==> src/rtl/core/sigf_pkg.sv <==
package sigf_pkg;

    localparam int STORE_DEPTH   = 64;
    localparam int ADDR_W        = $clog2(STORE_DEPTH);
    localparam int LEN_W         = 7;
    localparam int IDLE_W        = 16;
    localparam int BYTE_W        = 8;
    localparam int TYPE_W        = 8;
    localparam int CFG_IDX_W     = 1;
    localparam int CFG_DATA_W    = 16;
    localparam int MAX_FRAME_DEF = 64;

    localparam logic [IDLE_W-1:0] IDLE_TIMEOUT_RST = 16'd10;
    localparam logic [TYPE_W-1:0] FRAME_TYPE_RST   = 8'd0;

    localparam logic [1:0] CMD_BYTE  = 2'd0;
    localparam logic [1:0] CMD_TICK  = 2'd1;
    localparam logic [1:0] CMD_FLUSH = 2'd2;

    localparam logic [1:0] REASON_IDLE   = 2'd0;
    localparam logic [1:0] REASON_MAXLEN = 2'd1;
    localparam logic [1:0] REASON_FLUSH  = 2'd2;

    localparam logic [CFG_IDX_W-1:0] REG_IDLE_TIMEOUT = 1'b0;
    localparam logic [CFG_IDX_W-1:0] REG_FRAME_TYPE   = 1'b1;

    typedef struct packed {
        logic [1:0]        cmd;
        logic [BYTE_W-1:0] data_byte;
    } t_in_word;

    typedef struct packed {
        logic [BYTE_W-1:0] out_byte;
        logic [LEN_W-1:0]  frame_length;
        logic [1:0]        end_reason;
        logic [TYPE_W-1:0] type_tag;
        logic              last_byte;
    } t_out_word;

    typedef struct packed {
        logic              we;
        logic [ADDR_W-1:0] waddr;
        logic [BYTE_W-1:0] wdata;
        logic              re;
        logic [ADDR_W-1:0] raddr;
    } t_mem_req;

    typedef enum logic [1:0] {
        ST_IDLE,
        ST_READ,
        ST_SHOW
    } t_state;

endpackage

==> src/rtl/core/sigf_mem.sv <==
module sigf_mem (
    input  logic                         i_clk,
    input  sigf_pkg::t_mem_req           i_req,
    output logic [sigf_pkg::BYTE_W-1:0]  o_rdata
);
    import sigf_pkg::*;

    logic [BYTE_W-1:0] r_store [STORE_DEPTH];
    logic [BYTE_W-1:0] r_rdata;

    always_ff @(posedge i_clk) begin
        if (i_req.we) begin
            r_store[i_req.waddr] <= i_req.wdata;
        end
    end

    // hold read data between reads so the shown word stays put under stall
    always_ff @(posedge i_clk) begin
        if (i_req.re) begin
            r_rdata <= r_store[i_req.raddr];
        end
    end

    assign o_rdata = r_rdata;

endmodule

==> src/rtl/core/sigf_ctrl.sv <==
module sigf_ctrl #(
    parameter int MAX_FRAME = sigf_pkg::MAX_FRAME_DEF
) (
    input  logic                         i_clk,
    input  logic                         i_rst_n,
    input  logic [sigf_pkg::IDLE_W-1:0]  i_timeout,
    input  logic [sigf_pkg::TYPE_W-1:0]  i_frame_type,
    input  logic                         i_in_valid,
    output logic                         o_in_stall,
    input  sigf_pkg::t_in_word           i_in_word,
    output logic                         o_out_valid,
    input  logic                         i_out_stall,
    output sigf_pkg::t_out_word          o_out_word,
    output sigf_pkg::t_mem_req           o_mem_req,
    input  logic [sigf_pkg::BYTE_W-1:0]  i_mem_rdata
);
    import sigf_pkg::*;

    localparam logic [LEN_W-1:0] MAX_LEN = LEN_W'(MAX_FRAME);

    t_state             r_state, n_state;
    logic [LEN_W-1:0]   r_count, n_count;
    logic [IDLE_W-1:0]  r_idle, n_idle;
    logic [ADDR_W-1:0]  r_rd_idx, n_rd_idx;
    logic [LEN_W-1:0]   r_len, n_len;
    logic [1:0]         r_reason, n_reason;
    logic               r_pend, n_pend;
    logic [BYTE_W-1:0]  r_pend_byte, n_pend_byte;

    logic               acc_in;
    logic               has_data;
    logic [IDLE_W-1:0]  idle_inc;
    logic [LEN_W-1:0]   count_inc;
    logic               do_close;
    logic               do_append;
    logic               do_pend;
    logic [1:0]         close_reason;
    logic [LEN_W-1:0]   close_len;
    logic               out_take;
    logic               at_last;

    assign acc_in    = i_in_valid && (r_state == ST_IDLE);
    assign has_data  = (r_count != '0);
    assign idle_inc  = (r_idle == '1) ? r_idle : r_idle + 1'b1;
    assign count_inc = r_count + 1'b1;
    assign out_take  = (r_state == ST_SHOW) && !i_out_stall;
    assign at_last   = ({1'b0, r_rd_idx} == (r_len - 1'b1));

    // decide what the accepted word does
    always_comb begin
        do_close     = 1'b0;
        do_append    = 1'b0;
        do_pend      = 1'b0;
        close_reason = REASON_IDLE;
        close_len    = r_count;
        case (i_in_word.cmd)
            CMD_BYTE: begin
                if (has_data && (r_idle > i_timeout)) begin
                    // drain the old frame first, append this byte afterwards
                    do_close     = 1'b1;
                    do_pend      = 1'b1;
                    close_reason = REASON_IDLE;
                end else begin
                    do_append = 1'b1;
                    if (count_inc == MAX_LEN) begin
                        do_close     = 1'b1;
                        close_reason = REASON_MAXLEN;
                        close_len    = count_inc;
                    end
                end
            end
            CMD_TICK: begin
                if (has_data && (idle_inc > i_timeout)) begin
                    do_close     = 1'b1;
                    close_reason = REASON_IDLE;
                end
            end
            CMD_FLUSH: begin
                if (has_data) begin
                    do_close     = 1'b1;
                    close_reason = REASON_FLUSH;
                end
            end
            default: begin
            end
        endcase
    end

    always_comb begin
        n_count     = r_count;
        n_idle      = r_idle;
        n_rd_idx    = r_rd_idx;
        n_len       = r_len;
        n_reason    = r_reason;
        n_pend      = r_pend;
        n_pend_byte = r_pend_byte;
        if (acc_in) begin
            if (i_in_word.cmd == CMD_BYTE) begin
                n_idle = '0;
            end else if (i_in_word.cmd == CMD_TICK) begin
                n_idle = idle_inc;
            end
            if (do_append && !do_close) begin
                n_count = count_inc;
            end
            if (do_close) begin
                n_count  = '0;
                n_len    = close_len;
                n_reason = close_reason;
                n_rd_idx = '0;
            end
            if (do_pend) begin
                n_pend      = 1'b1;
                n_pend_byte = i_in_word.data_byte;
            end
        end else if (out_take) begin
            if (at_last) begin
                if (r_pend) begin
                    n_count = LEN_W'(1);
                    n_pend  = 1'b0;
                end
            end else begin
                n_rd_idx = r_rd_idx + 1'b1;
            end
        end
    end

    always_comb begin
        n_state = r_state;
        unique case (r_state)
            ST_IDLE: begin
                if (acc_in && do_close) begin
                    n_state = ST_READ;
                end
            end
            ST_READ: n_state = ST_SHOW;
            ST_SHOW: begin
                if (out_take) begin
                    n_state = at_last ? ST_IDLE : ST_READ;
                end
            end
            default: n_state = ST_IDLE;
        endcase
    end

    always_comb begin
        o_in_stall  = (r_state != ST_IDLE);
        o_out_valid = (r_state == ST_SHOW);

        o_out_word.out_byte     = i_mem_rdata;
        o_out_word.frame_length = r_len;
        o_out_word.end_reason   = r_reason;
        o_out_word.type_tag     = i_frame_type;
        o_out_word.last_byte    = at_last;

        o_mem_req.re    = (r_state == ST_READ);
        o_mem_req.raddr = r_rd_idx;
        o_mem_req.we    = 1'b0;
        o_mem_req.waddr = r_count[ADDR_W-1:0];
        o_mem_req.wdata = i_in_word.data_byte;
        if (acc_in && do_append) begin
            o_mem_req.we = 1'b1;
        end else if (out_take && at_last && r_pend) begin
            // the held byte opens the next frame
            o_mem_req.we    = 1'b1;
            o_mem_req.waddr = '0;
            o_mem_req.wdata = r_pend_byte;
        end
    end

    always_ff @(posedge i_clk) begin
        if (!i_rst_n) begin
            r_state <= ST_IDLE;
            r_count <= '0;
            r_idle  <= '0;
            r_pend  <= 1'b0;
        end else begin
            r_state <= n_state;
            r_count <= n_count;
            r_idle  <= n_idle;
            r_pend  <= n_pend;
        end
    end

    always_ff @(posedge i_clk) begin
        r_rd_idx    <= n_rd_idx;
        r_len       <= n_len;
        r_reason    <= n_reason;
        r_pend_byte <= n_pend_byte;
    end

endmodule

==> src/rtl/core/serial_idle_gap_framer_top.sv <==
// Serial framer: words carry a received byte, a time tick or a flush. Bytes
// collect in a 64-entry frame memory; a frame closes on an idle gap (idle
// ticks above the timeout register), on reaching MAX_FRAME bytes, or on flush,
// and is then sent out one word per byte with length, close reason, type tag
// and a last-byte flag. A word that closes no frame leaves the input free for
// the next word. A word that closes a frame is accepted and then holds the
// input stalled while the frame drains: each byte is fetched by the frame
// memory's registered read and then shown on the output, where an output
// stall holds it. When a byte arrives after an idle gap, the old frame drains
// first and the new byte is stored once the last word of that frame is taken.
module serial_idle_gap_framer_top #(
    parameter int MAX_FRAME = sigf_pkg::MAX_FRAME_DEF
) (
    input  logic                              i_clk,
    input  logic                              i_rst_n,
    input  logic                              i_cfg_we,
    input  logic [sigf_pkg::CFG_IDX_W-1:0]    i_cfg_idx,
    input  logic [sigf_pkg::CFG_DATA_W-1:0]   i_cfg_data,
    input  logic                              i_in_valid,
    output logic                              o_in_stall,
    input  sigf_pkg::t_in_word                i_in_word,
    output logic                              o_out_valid,
    input  logic                              i_out_stall,
    output sigf_pkg::t_out_word               o_out_word
);
    import sigf_pkg::*;

    logic [IDLE_W-1:0] r_timeout;
    logic [TYPE_W-1:0] r_frame_type;
    t_mem_req          mem_req;
    logic [BYTE_W-1:0] mem_rdata;

    always_ff @(posedge i_clk) begin
        if (!i_rst_n) begin
            r_timeout    <= IDLE_TIMEOUT_RST;
            r_frame_type <= FRAME_TYPE_RST;
        end else if (i_cfg_we) begin
            unique case (i_cfg_idx)
                REG_IDLE_TIMEOUT: r_timeout    <= i_cfg_data[IDLE_W-1:0];
                REG_FRAME_TYPE:   r_frame_type <= i_cfg_data[TYPE_W-1:0];
                default: begin
                end
            endcase
        end
    end

    sigf_ctrl #(
        .MAX_FRAME (MAX_FRAME)
    ) u_ctrl (
        .i_clk        (i_clk),
        .i_rst_n      (i_rst_n),
        .i_timeout    (r_timeout),
        .i_frame_type (r_frame_type),
        .i_in_valid   (i_in_valid),
        .o_in_stall   (o_in_stall),
        .i_in_word    (i_in_word),
        .o_out_valid  (o_out_valid),
        .i_out_stall  (i_out_stall),
        .o_out_word   (o_out_word),
        .o_mem_req    (mem_req),
        .i_mem_rdata  (mem_rdata)
    );

    sigf_mem u_mem (
        .i_clk   (i_clk),
        .i_req   (mem_req),
        .o_rdata (mem_rdata)
    );

`ifndef NO_ASSERTIONS
    a_no_rw_overlap: assert property (@(posedge i_clk) disable iff (!i_rst_n)
        !(mem_req.we && mem_req.re))
        else $error("frame memory read and write in the same cycle");

    a_stall_while_out: assert property (@(posedge i_clk) disable iff (!i_rst_n)
        o_out_valid |-> o_in_stall)
        else $error("input taken while a frame drains");

    a_last_ends_frame: assert property (@(posedge i_clk) disable iff (!i_rst_n)
        (o_out_valid && !i_out_stall && o_out_word.last_byte) |=> !o_out_valid)
        else $error("output continues past the last byte");

    a_len_nonzero: assert property (@(posedge i_clk) disable iff (!i_rst_n)
        o_out_valid |-> (o_out_word.frame_length != '0))
        else $error("empty frame emitted");
`endif

endmodule

==> config.mk <==
export PLATFORM = sky130hd
export DESIGN_NAME = serial_idle_gap_framer_top
export DESIGN_NICKNAME = d
export VERILOG_FILES = /design/src/rtl/core/sigf_pkg.sv /design/src/rtl/core/sigf_mem.sv /design/src/rtl/core/sigf_ctrl.sv /design/src/rtl/core/serial_idle_gap_framer_top.sv
export SDC_FILE = /design/constraint.sdc
export NUM_CORES = 1
export LEC_CHECK = 0
export BUFFER_PORTS_ARGS = -buffer_cell sky130_fd_sc_hd__buf_2
export CORE_ASPECT_RATIO = 1.2
export CORE_UTILIZATION = 30
export DETAILED_ROUTE_END_ITERATION = 16
export SYNTH_ARGS = -nofsm -noshare
export SYNTH_HDL_FRONTEND = slang
export SYNTH_SLANG_ARGS = --single-unit
==> constraint.sdc <==
create_clock -name i_clk -period 10 [get_ports i_clk]
set_input_delay 0 -clock i_clk [delete_from_list [all_inputs] [get_ports i_clk]]
set_output_delay 0 -clock i_clk [all_outputs]
set_load 0.01 [all_outputs]
Yosys cells after proc, flatten, opt, wreduce, memory -nomap -nowiden
Memory sizes are Yosys's and may differ from the RTL's. A register that Yosys moved wholly into a read port is not among the register bits.
Index checks and enable logic that the tools add are counted.
Cells by class
  $add $sub $neg: 4
  magnitude comparators: 2
  eq/ne operators: 13
  multiplexer cells: 42
  bitwise gates (word level): 1
  reductions and logical operators: 28
Operators by type and width (number)
  7-bit 2-to-1 mux: 9
  16-bit 2-to-1 mux: 3
  16-bit > comparator: 2
  6-bit 2-to-1 mux: 4
  1-bit 2-to-1 mux: 17
  16-bit by 1-bit adder with 16-bit output (second input constant): 1
  16-bit equality test (second input constant): 1
  15-bit 2-to-1 mux: 1
  14-bit 2-to-1 mux: 1
  2-bit AND reduction: 6
  2-bit nonzero test: 5
  1-bit logical AND: 9
  2-bit 2-to-1 mux: 4
  7-bit by 1-bit adder with 7-bit output (second input constant): 1
  6-bit by 7-bit equality test with 1-bit output: 1
  7-bit equality test (second input constant): 1
  7-bit nonzero test: 1
  7-bit by 1-bit subtractor with 7-bit output (second input constant): 1
  6-bit by 1-bit adder with 6-bit output (second input constant): 1
  2-bit != test (second input constant): 3
  2-bit case mux with 3 select lines: 1
  3-bit AND reduction: 2
  2-bit by 1-bit equality test with 1-bit output (second input constant): 2
  2-bit equality test (second input constant): 2
  other kinds (8): 11
Storage, ports and cells
  flip-flop bits (word level): 73
  bits in writable memories: 512
  output and inout port bits: 28
  word-level logic and storage cells: 101
  memories kept: 1
Memory list
  u_mem.r_store: depth 64, width 8, read ports 1, clocked after Yosys merged registers in 1, wr ports 1, line sigf_mem.sv:8  | logic [BYTE_W-1:0] r_store [STORE_DEPTH];

Logic depth before layout (Yosys ltp)
Gate-level depths: netlist of the first run.
  depth after elaboration: 11
  mapped depth: 16
  depth with buffers taken out: 15

Hierarchy
A second synthesis of the first run with hierarchy kept.
Second synthesis, totals
  cells, all modules: 1470
  area, all modules: 25079.1 um^2
By module, submodules not included
  sigf_mem: instances 1, cells an instance 940, area an instance 20246.9 um^2, seq. area each 15615.0 um^2
  sigf_ctrl: instances 1, cells an instance 431, area an instance 3881.2 um^2, seq. area each 1211.2 um^2
  serial_idle_gap_framer_top: instances 1, cells an instance 99, area an instance 950.9 um^2, seq. area each 480.5 um^2

Worst setup path after synthesis of the first run
Ideal clock, no wire load.
  kind: reg2reg
  start point: register u_ctrl.r_idle[0]
  end point: register u_ctrl.r_rd_idx[0] (enable)
  setup time: 369 ps
  data arrival time: 4218 ps
  slack: 5414 ps
  stages on the path, launching flop included: 16
  path buffers: 1
  path through: dfxtp_1 > ha_1 > nand2_1 > nor3_1 > or3b_2 > clkbuf_1 > nand2_1 > nor2_1 > xnor2_1 > ha_1 > nand4_1 > nor4_1 > a2111oi_0 > a21oi_1 > o21ai_0 > a2bb2oi_1
Between the ends
  longest elaborated chain between the ends: 8
  elaborated cells between the ends (all ways): 12
  those cells by class: add/sub: 1; order compare: 2; eq/ne: 2; mux: 4; reduce/logical: 3
RTL lines
  from (decl): line sigf_ctrl.sv:23  | logic [IDLE_W-1:0] r_idle, n_idle;
  from (signal assigned): line sigf_ctrl.sv:180  | r_idle <= n_idle;
  16-bit by 1-bit adder with 16-bit output / 16-bit equality test (equally long branches): line sigf_ctrl.sv:44  | assign idle_inc = (r_idle == '1) ? r_idle : r_idle + 1'b1;
  16-bit 2-to-1 mux: line sigf_ctrl.sv:44
  16-bit > comparator: line sigf_ctrl.sv:73  | if (has_data && (idle_inc > i_timeout)) begin
  1-bit logical AND: line sigf_ctrl.sv:73
  1-bit 2-to-1 mux: line sigf_ctrl.sv:73
  1-bit case mux with 3 select lines (*): line sigf_ctrl.sv:56  | case (i_in_word.cmd)
  2-bit != test (no line) (*)
  3-bit AND reduction (no line) (*)
  to (signal assigned): line sigf_ctrl.sv:186  | r_rd_idx <= n_rd_idx;
  to (decl): line sigf_ctrl.sv:24  | logic [ADDR_W-1:0] r_rd_idx, n_rd_idx;
Mark *: on every way between the ends. The rest lies on a longest branch, timed or not.
A chain may end at the register's enable or synchronous reset.

Final worst setup path of the first run
  start point: register u_ctrl.r_idle[0]
  end point: register u_ctrl.r_rd_idx[2] (enable)
The elaborated chain is that of the path after synthesis.

==> results of run 1 <==
==> through the flow <==
stage	worst slack [ns]	instance area, um2	hold WS [ns]	power, mW	util
after CTS	5.395	28310	0.07652	4.882	0.3513
after detailed placement	5.414	26260	0.1977	2.894	0.3258
after global placement	5.507	26260	0.1964	2.890	0.3258
final	5.343	28310	0.1214	4.835	0.3513
after floorplan	5.414	24470	0.09887	2.840	-
after global routing	5.079	28310	0.1042	4.973	0.3513
==> repair_timing <==
action,CTS,global route
resized for setup,0,0
endpoints found under the hold margin,65,0
setup endpoints to repair,0,0
hold buffers,38,0
==> registers in the layout, indices dropped and copies added (netlist names) <==
signal	cells
u_mem.r_store	512
u_ctrl.r_pend_byte	8
u_ctrl.r_rd_idx	6
u_mem.o_rdata	8
u_ctrl.r_count	7
u_ctrl.r_pend	1
u_ctrl.r_state	2
r_timeout	16
r_frame_type	8
u_ctrl.r_reason	2
u_ctrl.r_idle	16
u_ctrl.r_len	7
==> final timing paths <==
path	endpoint	from	cells past startpoint	slack, ns
max	u_ctrl.r_rd_idx[2]	u_ctrl.r_idle[0]	15	5.34
min	u_ctrl.r_pend_byte[0]	i_in_word[0]	2	0.12
max reg2reg	u_ctrl.r_rd_idx[2]	u_ctrl.r_idle[0]	15	5.34
min reg2reg	r_timeout[15]	r_timeout[15]	2	0.46
==> power breakdown <==
group          internal, mW  switching [mW]
clock network          1.09           0.895
registers              2.71         0.00454
logic                0.0462          0.0909
==> worst max-delay path, cell delays in order (launching register included) <==
cell and delay [ns]:
dfxtp_1 0.46, ha_1 0.25, nand2_1 0.14, nor3_1 0.28, or3b_2 0.65, nand2_1 0.24
nor2_1 0.08, xnor2_1 0.13, ha_1 0.29, nand4_1 0.12, nor4_1 0.08, a2111oi_0 0.40
a21oi_1 0.24, o21ai_1 0.17, buf_4 0.21, a2bb2oi_1 0.52
==> cell usage in the layout, fill, tap and decap left out, types with 37 or more instances in the layout <==
| cell | instances |
|---|---|
| edfxtp_1 | 543 |
| mux4_2 | 168 |
| ha_1 | 37 |
| nand2_1 | 81 |
| a21oi_1 | 63 |
| nor3_1 | 62 |
| buf_2 | 59 |
| buf_4 | 62 |
| dlygate4sd3_1 | 38 |
| dfxtp_1 | 50 |
| nor2_1 | 37 |
| clkbuf_16 | 57 |
==> per-layer routing <==
metal | share of wire | wire [um]
met4 | 0.023 | 1281
met5 | 0 | 0
met2 | 0.51 | 28420
met3 | 0.048 | 2690
met1 | 0.42 | 23870
==> kinds of logic (layout without fill, tap and decap cells) <==
family                     Yosys count  count (layout)  share of synthesized area
and+or+nand+nor                    284             284                    0.05681
muxes                              177             177                     0.1588
buffers and inverters              105             292                    0.01974
adders and majority gates           37              37                    0.01892
xor gates and xnor gates            24              24                   0.008590
AOI/OAI and AO/OA                  120             120                    0.02991
DFF                                593             593                     0.7073
==> layout make-up <==
type,count,area (um2)
fill,7464,52280
sequential,593,17310
multi-input combinational,642,6740
clock buffer,68,1468
tap,1044,1306
timing repair buffer,160,1161
clock inverter,31,205.2
inverter,33,123.9
==> qor.csv, run 1 <==
stage,metric,value,unit
status,outcome,finished clean,
logic_synthesis,syn_area,0.02447,mm2
timing,worst_slew_pin_slew,1.264,ns
logic_synthesis,synth_flop_cell,edfxtp_1,
logic_synthesis,synth_nets,1409,
floorplan,row_count,114,
route,post_drt_wl_per_cell,21.88,um
min_path,min_path_type,in -> reg,
cts,cts_setup_buffers,0,
place,dp_hpwl,35.42,mm
global_route,grt_max_degree,111,
global_route,use_met3,0.02195,
logic_synthesis,synthDistinctLibCells,59,
global_route,top_usage_layer,met2,
cts,htreeDepth,2,
global_route,antenna_found_initial,0,
floorplan,core_area,0.08059,mm2
global_route,grt_pass1_wl,84.74,mm
global_route,grt_use_met2,0.2352,
floorplan,dieArea,0.08272,mm2
layout,area_growth_syn_to_layout,15.70,%
logic_synthesis,yosysWarnings,0,
global_route,use_met1,0.1753,
route,wirelength,56.26,mm
flow_run,cap_violations,0,
logic_synthesis,synth.largest_area_cell,edfxtp_1,
logic_synthesis,syn_inst,1340,
worst_setup_path,start_kind,flip-flop,
cts,clock_sinks,593,
cts,clockRootBuffer,clkbuf_16,
pwr,p_leak,9.027,nW
cts,cts.path.max_buffers,3,
global_route,overflow,0,
route,vias_per_cell,4.993,
floorplan,initial_core_util,0.3036,
timing,rsz0062_at_grt,false,
floorplan,die_height,314.9,um
route,drc,0,
timing,min_period,4.657,ns
logic_synthesis,synthMostInstantiatedCell,edfxtp_1,
timing,finalSetupViolations,0,
pwr,ir_drop,129.2,uV
cts,path_clk_slew,0.07,ns
logic_synthesis,synth_area_leaders,"edfxtp_1 (67%), mux4_2 (15%), dfxtp_1 (4.1%), ha_1 (1.9%), nor3_1 (1.4%)",
layout,layout.nets,1554,
timing,fin_crit_sh,0.4657,
place,place_congestion,0.8691,
cts,clk_latency,0.60,ns
timing,relSlewSlack,0.1570,
layout,stdcell_count,2571,
timing,tns,0,ns
worst_setup_path,crit_arrival,4.88,ns
cts,cts_tree,done,
logic_synthesis,synthTopCellsByCount,"edfxtp_1 (543), mux4_2 (168), nand2_1 (81)",
place,numPortBuffers,59,
timing,drv_slew,0,
cts,cts_buffers,55,
logic_synthesis,synth_edf_count,543,
floorplan,die_w,262.7,um
global_route,track_usage,0.1357,
logic_synthesis,syn_avg_cell_area,18.26,um2
route,drt_pre_antenna_iters,7,
global_route,grt_pass1_vias,13258,
worst_setup_path,cp.required,10.23,ns
place,dpl.cell_count,2434,
logic_synthesis,ys_seq_area_frac,0.7073,
floorplan,ioPinCount,60,
timing,hold_violations,0,
logic_synthesis,synth_top_area_share,0.6664,
layout,drive_gt1_frac,0.2587,
route,via_count,12836,
worst_setup_path,critical_path.endpoint_type,flip-flop,
timing,fmax,214.7,MHz
worst_setup_path,critPathKind,reg -> reg,
layout,diodes,0,
route,drtAntennaViolNets,0,
worst_setup_path,path_max_fanout,13,
route,drtIter0Drc,1060,
logic_synthesis,ys_seq_elements,593,
timing,clock_skew,0.01961,ns
pwr,power.density,170.8,mW/mm2
logic_synthesis,async_flop_share,0,
Note: power is estimated with default switching activity, not from simulation.
==> run 2: changes to the inputs <==
Settings changed: ABC_AREA from default to 1.
Clock period 10 ns to 3.9 ns, I/O delays scaled along.
==> qor.csv, run 2 <==
stage,metric,value,unit
cts,ctsResizeCount,0,
route,wirelength,65.47,mm
route,vias_per_cell,5.132,
layout,fill_cells,7915,
global_route,overflow,0,
worst_setup_path,crit_arrival,3.75,ns
logic_synthesis,synth_edf_count,543,
logic_synthesis,synthDistinctLibCells,38,
logic_synthesis,syn_area,0.02488,mm2
pwr,power.density,452.6,mW/mm2
global_route,track_usage,0.1539,
layout,seqCellArea,0.01731,mm2
floorplan,die_w,264.9,um
timing,relSlewSlack,0.2978,
worst_setup_path,critPathKind,reg -> reg,
route,drc,0,
layout,multi_input_area,0.006754,mm2
cts,cts.path.max_buffers,3,
floorplan,die_height,317.4,um
cts,cts_tree,done,
logic_synthesis,synthTopCellsByCount,"edfxtp_1 (543), nor2_1 (389), o21ai_0 (282)",
worst_setup_path,start_kind,flip-flop,
timing,hold_violations,0,
logic_synthesis,syn_avg_cell_area,11.83,um2
timing,rsz0062_at_grt,false,
floorplan,initial_core_util,0.3033,
floorplan,ioPinCount,60,
worst_setup_path,cp.required,4.15,ns
cts,clock_sinks,593,
place,place_congestion,0.8754,
timing,drv_slew,0,
cts,clk_latency,0.61,ns
min_path,min_path_type,in -> reg,
cts,path_clk_slew,0.06,ns
timing,clock_skew,0.02610,ns
timing,worst_slew_pin_slew,1.053,ns
logic_synthesis,async_flop_share,0,
status,outcome,finished clean,
route,post_drt_wl_per_cell,19.58,um
logic_synthesis,yosysWarnings,0,
floorplan,core_area,0.08202,mm2
cts,htreeDepth,3,
layout,drive_gt1_frac,0.1170,
place,dp_hpwl,39.56,mm
route,via_count,17155,
logic_synthesis,synth_nets,2171,
timing,fmax,285.7,MHz
layout,area_growth_syn_to_layout,18.27,%
global_route,grt_pass1_vias,16741,
layout,fin_util,0.3587,
floorplan,dieArea,0.08408,mm2
logic_synthesis,synth_top_area_share,0.6555,
pwr,ir_drop,295.8,uV
cts,hold_buffers,47,
floorplan,row_count,115,
route,drtIter0Drc,1522,
layout,layout_common_cells,"edfxtp_1 (543), nor2_1 (389), o21ai_0 (282)",
logic_synthesis,synth_area_leaders,"edfxtp_1 (66%), nor2_1 (5.9%), o21ai_0 (5.7%), dfxtp_1 (4.0%), nand2_1 (2.7%)",
cts,cts_setup_buffers,0,
global_route,grt_pass1_wl,99.56,mm
worst_setup_path,path_max_fanout,10,
cts,cts_buffers,66,
place,numPortBuffers,59,
layout,layout.nets,2313,
place,placed_area,0.02686,mm2
logic_synthesis,synthMostInstantiatedCell,edfxtp_1,
timing,finalSetupViolations,0,
logic_synthesis,ys_seq_elements,593,
timing,holdWs,0.1011,ns
cts,clockRootBuffer,clkbuf_16,
worst_setup_path,critical_path.endpoint_type,flip-flop,
layout,largest_reg_flops,512,
logic_synthesis,ys_seq_area_frac,0.6957,
global_route,grt_max_degree,156,
global_route,antenna_found_initial,0,
logic_synthesis,syn_inst,2102,
layout,fin_area,0.02942,mm2
route,drt_pre_antenna_iters,7,
layout,final_common_cell,edfxtp_1,
pwr,p_leak,9.992,nW
layout,diodes,0,
logic_synthesis,synth.largest_area_cell,edfxtp_1,
layout,regMostFlops,u_mem.r_store,
route,drtAntennaViolNets,0,
layout,reg_top3,"u_mem.r_store (512), r_timeout (16), u_ctrl.r_idle (16)",
timing,fin_crit_sh,0.8974,
timing,min_period,3.500,ns
flow_run,cap_violations,0,
logic_synthesis,synth_flop_cell,edfxtp_1,
timing,tns,0,ns
[run 2: logic make-up (layout without fill, tap and decap cells)]
kind of cell,count (synthesis),in the layout,share of synthesized area
AOI/OAI and AO/OA,529,529,0.1265
xor gates and xnor gates,18,18,0.006337
adders and majority gates,37,37,0.01861
buffers and inverters,214,402,0.03360
DFF,593,593,0.6957
muxes,5,5,0.002012
and+or+nand+nor,706,706,0.1172
[run 2: per-stage QoR]
| stage | cells | setup WS (ns) | total power [mW] |
|---|---|---|---|
| 2_1_floorplan | 2102 | 0.9449 | 7.270 |
| 3_3_place_gp | 3182 | 0.5274 | 7.408 |
| 3_5_place_dp | 3182 | 0.4681 | 7.421 |
| 4_1_cts | 3343 | 0.4375 | 13.43 |
| 5_1_grt | 3343 | 0.1122 | 13.69 |
| 6_report | 3343 | 0.4003 | 13.31 |
[run 2: worst max-delay path, cell delays in order (launching register included)]
cell	delay, ns
dfxtp_1	0.42
nand3_1	0.18
nor3_1	0.47
nand2_1	0.18
nor2_1	0.17
nand2_1	0.09
xor2_1	0.13
nand2_1	0.09
ha_1	0.30
nand4_1	0.13
nor2_1	0.20
nand2_1	0.08
nand2_1	0.06
nand2_1	0.07
nand3_1	0.11
nand2_2	0.15
inv_1	0.32
[run 2: report_power, final]
part / total [mW] / switching, mW / leakage, nW / internal [mW]
combinational: 0.365 / 0.247 / 3.69 / 0.117
clock: 5.99 / 2.45 / 1.02 / 3.54
sequential: 6.96 / 0.0107 / 5.29 / 6.95
total: 13.3 / 2.71 / 9.99 / 10.6
[run 2: routing by layer]
| metal | up-vias | routed length [um] | global-route usage |
|---|---|---|---|
| met5 | - | 0 | 0 |
| met3 | 128 | 4517 | 0.02919 |
| li1 | 7986 | - | - |
| met1 | 8399 | 26080 | 0.1921 |
| met2 | 642 | 32610 | 0.2627 |
| met4 | 0 | 2268 | 0.05845 |
[run 2: area by class of cell]
cell class | instances | area share
repair buffers | 198 | 0.05461
clock inverters | 22 | 0.008165
clock buffers | 92 | 0.06298
inverters | 90 | 0.01165
well taps | 1053 | 0.04478
multi-input cells | 1295 | 0.2296
flip-flops and latches | 593 | 0.5882
[run 2: final timing paths]
check / start / endpoint / slack, ns / cells past startpoint
worst max-delay path: u_ctrl.r_idle[2] / u_ctrl.r_len[4] / 0.40 / 16
worst min register to register: r_frame_type[7] / r_frame_type[7] / 0.49 / 2
worst max register to register: u_ctrl.r_idle[2] / u_ctrl.r_len[4] / 0.40 / 16
worst min-delay path: i_in_valid / u_ctrl.r_rd_idx[3] / 0.10 / 4
==> run 3: changes to the inputs <==
Settings changed: PLACE_DENSITY from default to 0.49.
==> qor.csv, run 3 (synthesis gave the netlist of run 2 again) <==
stage,metric,value,unit
status,outcome,finished clean,
worst_setup_path,critPathKind,reg -> reg,
worst_setup_path,start_kind,flip-flop,
route,vias_per_cell,5.075,
timing,worst_slew_pin_slew,1.004,ns
layout,layout_common_cells,"edfxtp_1 (543), nor2_1 (389), o21ai_0 (282)",
layout,reg_top3,"u_mem.r_store (512), r_timeout (16), u_ctrl.r_idle (16)",
cts,cts_setup_buffers,0,
route,wl_met3,3.340,mm
timing,clock_skew,0.02591,ns
route,highest_layer,met4,
floorplan,core_area,0.08202,mm2
layout,largest_reg_flops,512,
floorplan,initial_core_util,0.3033,
timing,hold_violations,0,
worst_setup_path,path_max_fanout,10,
layout,final_common_cell,edfxtp_1,
place,place_congestion,0.8444,
floorplan,row_count,115,
pwr,intPower,10.64,mW
global_route,grt_max_degree,144,
floorplan,dieArea,0.08408,mm2
layout,layout.nets,2289,
route,drc,0,
floorplan,ioPinCount,60,
pwr,ir_drop,396.3,uV
pwr,p_leak,9.900,nW
layout,drive_gt1_frac,0.1118,
timing,fin_crit_sh,0.8930,
layout,diodes,0,
pwr,switchingPower,2.758,mW
global_route,grt_pass1_wl,104.5,mm
route,wl_met2,34.51,mm
global_route,overflow,0,
layout,area_growth_syn_to_layout,17.67,%
pwr,netSwitchingFraction,0.2058,
cts,clockRootBuffer,clkbuf_16,
timing,rsz0062_at_grt,false,
global_route,grt_pass1_vias,16625,
route,wirelength,69.45,mm
timing,tns,0,ns
route,via_count,16870,
cts,path_clk_slew,0.06,ns
timing,fmax,287.1,MHz
route,drt_pre_antenna_iters,5,
route,wl_met1,29.78,mm
timing,relSlewSlack,0.3304,
worst_setup_path,cp.required,4.21,ns
pwr,p_seq_frac,0.519,
pwr,power.density,457.7,mW/mm2
global_route,track_usage,0.1624,
floorplan,die_w,264.9,um
global_route,antenna_found_initial,0,
flow_run,cap_violations,0,
layout,fin_util,0.3569,
pwr,clock_power_share,0.453,
floorplan,die_height,317.4,um
cts,cts.path.max_buffers,3,
timing,finalSetupViolations,0,
min_path,min_path_type,in -> reg,
route,drtAntennaViolNets,0,
cts,cts_buffers,61,
place,dp_hpwl,41.66,mm
route,drtIter0Drc,1285,
worst_setup_path,critical_path.endpoint_type,flip-flop,
cts,clk_latency,0.63,ns
place,place_ws,0.4153,ns
cts,hold_buffers,43,
cts,cts_tree,done,
timing,min_period,3.483,ns
place,numPortBuffers,59,
pwr,pwr-share-comb,0.027,
worst_setup_path,crit_arrival,3.79,ns
cts,ctsResizeCount,0,
layout,regMostFlops,u_mem.r_store,
route,post_drt_wl_per_cell,20.89,um
timing,drv_slew,0,
cts,clock_sinks,593,
timing,setup_ws,0.4173,ns
cts,htreeDepth,2,
-- run 3: changes by cell type in the layout (fill, tap and decap cells not counted), sizes merged --
cell | before | now
clkbuf | 92 | 75
buf | 151 | 136
clkinv | 21 | 30
bufinv | 3 | 10
dlygate4sd3 | 47 | 43
clkinvlp | 1 | 3
inv | 87 | 86
-- run 3: final timing paths --
kind,startpoint,endpoint,slack (ns),cells after the start
worst min register to register,r_frame_type[7],r_frame_type[7],0.49,2
worst max register to register,u_ctrl.r_idle[4],u_ctrl.r_rd_idx[0],0.42,19
worst min-delay path,i_in_valid,u_ctrl.r_rd_idx[3],0.03,4
worst max-delay path,u_ctrl.r_idle[4],u_ctrl.r_rd_idx[0],0.42,19
-- run 3: cell type report --
cell class	count	area (um2)
clock buffers	75	1600
repair buffers	179	1479
inverters	90	342.8
well taps	1053	1318
flip-flops and latches	593	17310
clock inverters	39	473.0
fillers	8053	52740
multi-input cells	1295	6754
-- run 3: metrics by stage --
stage               std cells  power [mW]  instance area, um2  hold slack (ns)
floorplan                2102       7.270               24880          0.09887
global placement         3167       7.424               26770           0.2185
detailed placement       3167       7.430               26770           0.2072
CTS                      3324       13.52               29270         0.005102
global route             3324       13.78               29270          0.06340
finish                   3324       13.40               29270          0.02955
-- run 3: metal layers --
layer  track usage  up-vias
li1              -     7952
met1        0.2092     8450
met2        0.2812      378
met3       0.02424       90
met4       0.04740        0
met5             0        -
-- run 3: worst max-delay path, cell delays in order (launching register included) --
cell and delay (ns):
dfxtp_1 0.42, nand2_1 0.10, inv_1 0.07, nand2_1 0.06, nor3_1 0.43, nand2_1 0.17, nor2_1 0.16, nand2_1 0.08
xnor2_1 0.28, ha_1 0.31, nand2_1 0.08, inv_1 0.05, o21ai_0 0.07, a21oi_1 0.10, nor2_1 0.12, nand2_1 0.06
nand2_1 0.07, nand3_1 0.09, nand2_2 0.19, nand2_1 0.25
-- run 3: power by group through the flow --
stage,registers (mW),logic [mW],clock network (mW)
after floorplan,7.10,0.171,0
after detailed placement,7.09,0.338,0
final,6.96,0.368,6.07
after CTS,6.96,0.372,6.20
after global placement,7.09,0.332,0
after global routing,6.96,0.409,6.41
